$ cat src/sv/min_coin_change_dp_defines.svh
// assertion helpers shared by the rtl
`ifndef MIN_COIN_CHANGE_DP_DEFINES_SVH
`define MIN_COIN_CHANGE_DP_DEFINES_SVH

// same-cycle implication
`define MCC_ASSERT_IMP(label, clk, rst_n, ante, cons) \
  label: assert property (@(posedge clk) disable iff (!rst_n) (ante) |-> (cons)) \
    else $error("mcc assertion failed");

// next-cycle implication
`define MCC_ASSERT_NXT(label, clk, rst_n, ante, cons) \
  label: assert property (@(posedge clk) disable iff (!rst_n) (ante) |=> (cons)) \
    else $error("mcc assertion failed");

`endif

$ cat src/sv/mcc_pkg.sv
`timescale 1ns / 1ps

package mcc_pkg;

  localparam int MAX_COINS_DEF = 128;
  localparam int MAX_SUM_DEF   = 65536;

  localparam int VAL_W  = 16;
  localparam int BEST_W = 17;

  localparam logic [BEST_W-1:0] UNREACH = {BEST_W{1'b1}};

  localparam logic OP_LOAD  = 1'b0;
  localparam logic OP_SOLVE = 1'b1;

  typedef enum logic [5:0] {
    ST_IDLE  = 6'b000001,
    ST_INIT  = 6'b000010,
    ST_SCAN  = 6'b000100,
    ST_DRAIN = 6'b001000,
    ST_WRITE = 6'b010000,
    ST_DONE  = 6'b100000
  } state_t;

  typedef struct packed {
    logic load;
    logic clear;
  } coin_ctl_t;

endpackage

$ cat src/sv/mcc_coin_store.sv
`timescale 1ns / 1ps

module mcc_coin_store #(
  parameter int MAX_COINS = mcc_pkg::MAX_COINS_DEF,
  parameter int CIW       = (MAX_COINS > 1) ? $clog2(MAX_COINS) : 1,
  parameter int CNTW      = $clog2(MAX_COINS + 1)
) (
  input  logic                     clk,
  input  logic                     rst_n,
  input  mcc_pkg::coin_ctl_t       ctl,
  input  logic [mcc_pkg::VAL_W-1:0] wr_value,
  input  logic [CIW-1:0]           rd_addr,
  output logic [mcc_pkg::VAL_W-1:0] rd_data_r,
  output logic [CNTW-1:0]          count_r
);
  import mcc_pkg::*;

  logic [VAL_W-1:0] coin_mem [MAX_COINS];
  logic [CNTW-1:0]  count_nxt;
  logic             wr_en;

  assign wr_en = ctl.load && (wr_value != '0) && (32'(count_r) < 32'(MAX_COINS));

  always_comb begin
    count_nxt = count_r;
    if (ctl.clear) begin
      count_nxt = '0;
    end else if (wr_en) begin
      count_nxt = count_r + 1'b1;
    end
  end

  always_ff @(posedge clk) begin
    if (!rst_n) begin
      count_r <= '0;
    end else begin
      count_r <= count_nxt;
    end
  end

  always_ff @(posedge clk) begin
    if (wr_en) begin
      coin_mem[count_r[CIW-1:0]] <= wr_value;
    end
    rd_data_r <= coin_mem[rd_addr];
  end

endmodule

$ cat config.mk
export PLATFORM = sky130hd
export DESIGN_NAME = mcc_coin_store
export DESIGN_NICKNAME = d
export VERILOG_FILES = /design/src/sv/min_coin_change_dp_defines.svh /design/src/sv/mcc_pkg.sv /design/src/sv/mcc_coin_store.sv
export SDC_FILE = /design/constraint.sdc
export NUM_CORES = 2
export LEC_CHECK = 0
export BUFFER_PORTS_ARGS = -buffer_cell sky130_fd_sc_hd__buf_2
export CORE_MARGIN = 4
export CORE_UTILIZATION = 50
export CTS_BUF_LIST = sky130_fd_sc_hd__clkbuf_8
export DETAILED_ROUTE_END_ITERATION = 8
export PLACE_DENSITY = 0.65
export SKIP_LAST_GASP = 1
export SLEW_MARGIN = 25
export SYNTH_ARGS = -nofsm -noshare
export SYNTH_HDL_FRONTEND = slang
export SYNTH_SLANG_ARGS = --single-unit
$ cat constraint.sdc
create_clock -name clk -period 3.55 [get_ports clk]
set_clock_uncertainty 0.05 [all_clocks]
set_input_delay 0.71 -clock clk [delete_from_list [all_inputs] [get_ports clk]]
set_output_delay 0.71 -clock clk [all_outputs]
set_load 0.01 [all_outputs]
-- After elaboration in Yosys (flattened, before gate mapping)
Memory sizes are Yosys's and may differ from the RTL's. A register that Yosys moved wholly into a read port is not among the register bits.
Index checks and enable logic that the tools add are counted.
- $lt $le $gt $ge: 1
- multiplexer cells: 2
- reductions and logical operators: 4
- bitwise operators: 1
- add/sub/neg operators: 1
- operator list (kind ; count):
    16-bit nonzero test ; 1
    8-bit by 1-bit adder with 8-bit output, second input constant ; 1
    8-bit less-than comparator, second input constant ; 1
    1-bit logical AND ; 2
    1-bit 2-to-1 mux ; 2
    2-bit OR reduction ; 1
    1-bit inverter ; 1
- RAM bits: 2048
- flip-flop bits (word level): 8
- output and inout port bits: 24
- memories kept: 1
- logic and storage cells: 11
- memory list (name ; words ; width ; read ports ; clocked after memory_dff ; write ports ; RTL line ; text):
    coin_mem ; 128 ; 16 ; 1 ; 1 ; 1 ; mcc_coin_store.sv:18 ; logic [VAL_W-1:0] coin_mem [MAX_COINS];

-- Logic depth before layout (Yosys ltp)
- depth in word-level cells: 5
- depth in mapped cells: 7
- mapped depth without buffers: 5

-- Worst setup path after synthesis
No wires, ideal clock.
- path type: input port to flip-flop
- start: input port rd_addr[0]
- end: register rd_data_r[0] in the netlist's numbering, read port of coin_mem
- stages on the path: 6
- data required time: 3379 ps
- slack: 298 ps
- data arrival time: 3081 ps
- cells stage by stage: buf_2 -> clkbuf_1 -> mux4_2 -> mux4_2 -> mux4_2 -> mux2_2
- RTL lines (what ; RTL line ; text):
    start: declaration ; mcc_coin_store.sv:12 ; input logic [CIW-1:0] rd_addr,
    end: declaration ; mcc_coin_store.sv:13 ; output logic [mcc_pkg::VAL_W-1:0] rd_data_r,

-- Final worst setup path
- start: input port wr_value[5] in the netlist's numbering
- end: memory coin_mem[101][5], enable pin
- longest elaborated chain between the ends: 5
- RTL lines (what ; RTL line ; text):
    start: declaration ; mcc_coin_store.sv:11 ; input logic [mcc_pkg::VAL_W-1:0] wr_value,
    16-bit nonzero test ; mcc_coin_store.sv:22 ; assign wr_en = ctl.load && (wr_value != '0) && (32'(count_r) < 32'(MAX_COINS));
    1-bit logical AND (2 in series) ; mcc_coin_store.sv:22 ;
    1-bit 2-to-1 mux ; mcc_coin_store.sv:42 ; if (wr_en) begin
    1-bit 2-to-1 mux (implied by the code) ; mcc_coin_store.sv:43 ; coin_mem[count_r[CIW-1:0]] <= wr_value;
    end: declaration ; mcc_coin_store.sv:18 ;
Every way passes these cells.

==> results.json <==
{
  "wl_met2_mm": 96.4,
  "synth-seq-area-share_pct": 78.6,
  "post-route-min-period_ns": 3.14,
  "worst-slew-pin-transition_ns": 1.08,
  "max_rail_drop_vdd_mv": 0.430,
  "timing_hold_violations_final": 0,
  "design.final.nets": 3692,
  "maximum_fanout_encountered_on_the_critical_timing_path": 16,
  "grt_start_max_net_pins": 129,
  "p_per_area_nw_per_um2": 524,
  "cp_data_required_time_ns": 4.19,
  "synth-async-reset-ratio_pct": 0,
  "io_buffers": 50,
  "dr.pass1.iters": 5,
  "grt_setup_unrepaired": "false",
  "resized_gates_after_cts": 0,
  "dr.first_iter.drc_count": 4906,
  "route.detailed.vias_per_inst": 6.25,
  "synth.top_cell.area_share_pct": 78.0,
  "critical_path_arrival_ns": 3.78,
  "cts-buffers-inserted": 335,
  "accumulated_negative_setup_slack_ns": 0,
  "nets_in_the_synthesized_netlist": 3144,
  "post-layout-total-power_mw": 48.0,
  "cap_viol_max_count": 0,
  "yosys_register_bits": 2072,
  "hold_slack_ns": 0.139,
  "fp-row-count": 145,
  "achievable-frequency_mhz": 318,
  "timing.setup.critical_path_class": "input port to register",
  "synth.largest_area_cell": "sky130_fd_sc_hd__edfxtp_1",
  "die_area_um2": 164000,
  "cts_setup_buffers": 0,
  "synth-edff-count": 2048,
  "design.core.area_um2": 156000,
  "ys_top_cells_by_area": "sky130_fd_sc_hd__edfxtp_1 78%, sky130_fd_sc_hd__mux4_2 19%, sky130_fd_sc_hd__nor2_1 0.66%",
  "synthesis.instances": 3116,
  "clk-insertion-delay-late_ns": 1.01,
  "htreeDepth": 5,
  "dp_cells": 5381,
  "worst_setup_hold_path_clk_slew_ns": 0.06,
  "p_leak_nw": 29.0,
  "critical_path.startpoint_type": "input port",
  "gr-total-overflow": 0,
  "drt_wl_cell_um": 33.5,
  "netlist_area_um2": 78800,
  "fin_cells": 5953,
  "hold_path_class": "input port to register",
  "via_count_of_the_first_global_routing_pass": 38326,
  "final_antenna_net_count": 0,
  "dr_wl_met3_mm": 21.3,
  "synthMostInstantiatedCell": "sky130_fd_sc_hd__edfxtp_1",
  "grt_pass1_wl_mm": 284,
  "gp_routability_congestion": 0.842,
  "area_growth_syn_to_layout_pct": 16.2,
  "post-route-drc-count": 0,
  "synthFlopType": "sky130_fd_sc_hd__edfxtp_1",
  "status": "finished, final reports clean",
  "die-height_um": 405,
  "floorplan.initialDensity_pct": 50.4,
  "final_core_utilization_pct": 58.6,
  "highest-signal-layer": "met5",
  "number_of_synthesis_warnings": 0,
  "yosysUniqueCellTypes": 23,
  "routed_wl_mm": 200,
  "drive_above_1_share_pct": 37.5,
  "min_period_over_period_pct": 88.5,
  "vias": 37217,
  "timing_max_transition_violations_final": 0,
  "cts_root_buf": "sky130_fd_sc_hd__clkbuf_8",
  "synth_common_cells": "2,048 x sky130_fd_sc_hd__edfxtp_1, 672 x sky130_fd_sc_hd__mux4_2, 138 x sky130_fd_sc_hd__nor2_1",
  "antenna_found_initial": 24,
  "critical_path_capture_point_type": "register",
  "total_routed_wire_length_on_the_met1_layer_mm": 76.8,
  "hpwlAfterDp_mm": 120,
  "die_width_um": 405,
  "cts.path.max_buffers": 4,
  "post_synth.cell_area_avg_um2": 25.3,
  "floorplan.io_pins": 51,
  "tritoncts_clock_tree": "done",
  "slew_headroom_pct": 27.7,
  "setup_violation_total_in_the_final_timing_report": 0,
  "track_usage_pct": 24.8,
  "cts_num_sinks": 2072
}
per-layer routing:
metal	up-vias	global-route usage, %
met1	20063	35.3
li1	14726	-
met2	2119	38.7
met5	-	0
met3	305	6.10
met4	4	7.31
power breakdown:
| part | internal, mW | leakage [nW] | switching (mW) |
|---|---|---|---|
| clock | 9.47 | 3.30 | 8.96 |
| combinational | 1.08 | 7.04 | 1.47 |
| sequential | 26.9 | 18.6 | 0.0754 |
| total | 37.5 | 29.0 | 10.5 |
through the flow:
step | cell area, um^2 | setup WS (ns)
after detailed placement | 85700 | -0.193
after global placement | 85700 | -0.191
after floorplan | 78800 | 0.298
after global routing | 91600 | 0.390
after CTS | 91500 | 0.471
final | 91600 | 0.410
kinds of logic (layout without fill, tap and decap cells):
group / Yosys count / in the layout / share of synthesized area (%)
xor gates and xnor gates: 6 / 6 / 0.0667
and+or+nand+nor: 183 / 183 / 0.943
DFF: 2072 / 2072 / 78.6
other: 0 / 6 / 0
muxes: 689 / 689 / 19.4
buffers and inverters: 163 / 936 / 0.872
AOI/OAI and AO/OA: 2 / 2 / 0.0238
adders and majority gates: 1 / 1 / 0.0159
worst max-delay path: stages:
cell and delay, ns:
sky130_fd_sc_hd__dlygate4sd3_1 0.64, sky130_fd_sc_hd__buf_4 0.20, sky130_fd_sc_hd__nor4_1 0.67, sky130_fd_sc_hd__buf_4 0.27, sky130_fd_sc_hd__a41oi_1 0.16, sky130_fd_sc_hd__buf_4 0.22
sky130_fd_sc_hd__and2_1 0.19, sky130_fd_sc_hd__nand2_1 0.16, sky130_fd_sc_hd__buf_12 0.23, sky130_fd_sc_hd__nor2_1 0.10, sky130_fd_sc_hd__buf_12 0.19
cell type report:
class                      instances  area (um^2)
tap                             2058         2570
antenna                            6         15.0
multi-input combinational        881        16200
timing repair buffer             374         5020
clock inverter                   213         1030
fill                           10770        64800
sequential                      2072        62000
clock buffer                     349         4800
layout by cell type (no fill, tap or decap):
cell type                       synthesis  final
sky130_fd_sc_hd__buf_2                 54     30
sky130_fd_sc_hd__nor2_2                 0      1
sky130_fd_sc_hd__clkinv_2               0     37
sky130_fd_sc_hd__and2_1                 3      3
sky130_fd_sc_hd__dfxtp_1               24     24
sky130_fd_sc_hd__buf_8                  0      3
sky130_fd_sc_hd__inv_1                  0     81
sky130_fd_sc_hd__nand2b_1               2      2
sky130_fd_sc_hd__clkbuf_8               0    349
sky130_fd_sc_hd__bufinv_16              0      6
sky130_fd_sc_hd__buf_6                  1      4
sky130_fd_sc_hd__nand4_1                3      3
sky130_fd_sc_hd__mux2i_1                1      1
sky130_fd_sc_hd__nor4_1                 4      4
sky130_fd_sc_hd__nand3_1                5      5
sky130_fd_sc_hd__xnor2_1                1      1
sky130_fd_sc_hd__mux4_2               672    672
sky130_fd_sc_hd__and3_1                 1      1
sky130_fd_sc_hd__clkinv_1               0     82
sky130_fd_sc_hd__xor2_1                 5      5
sky130_fd_sc_hd__buf_4                  0    155
sky130_fd_sc_hd__diode_2                0      6
sky130_fd_sc_hd__dlygate4sd3_1          0      3
sky130_fd_sc_hd__nand2_1               20     20
sky130_fd_sc_hd__inv_6                  0      1
sky130_fd_sc_hd__buf_16                 0      1
sky130_fd_sc_hd__buf_12                 0    178
sky130_fd_sc_hd__edfxtp_1            2048   2048
sky130_fd_sc_hd__clkinvlp_4             0      6
sky130_fd_sc_hd__mux2_2                16     16
sky130_fd_sc_hd__nor2b_1                7      7
sky130_fd_sc_hd__a41oi_1                1      1
sky130_fd_sc_hd__nor2_1               138    137
sky130_fd_sc_hd__o21ba_2                1      1
sky130_fd_sc_hd__ha_1                   1      1
registers in the layout, summed over array words and instances (netlist names):
name and cells:
coin_mem 2048, count_r 8, rd_data_r 16
final timing paths:
path | startpoint | to | slack (ns) | cells past startpoint
worst max register to register | count_r[7] | coin_mem[105][13] | 0.90 | 8
worst max-delay path | wr_value[5] | coin_mem[101][5] | 0.41 | 11
worst min register to register | count_r[7] | count_r[7] | 0.46 | 1
worst min-delay path | rst_n | count_r[2] | 0.14 | 3
repair_timing:
action | 4_1_cts | 5_1_grt
hold endpoints to repair | 34 | 0
setup endpoints to repair | 0 | 0
hold buffers | 3 | 0
No activity file was read; power rests on OpenSTA's default activity.
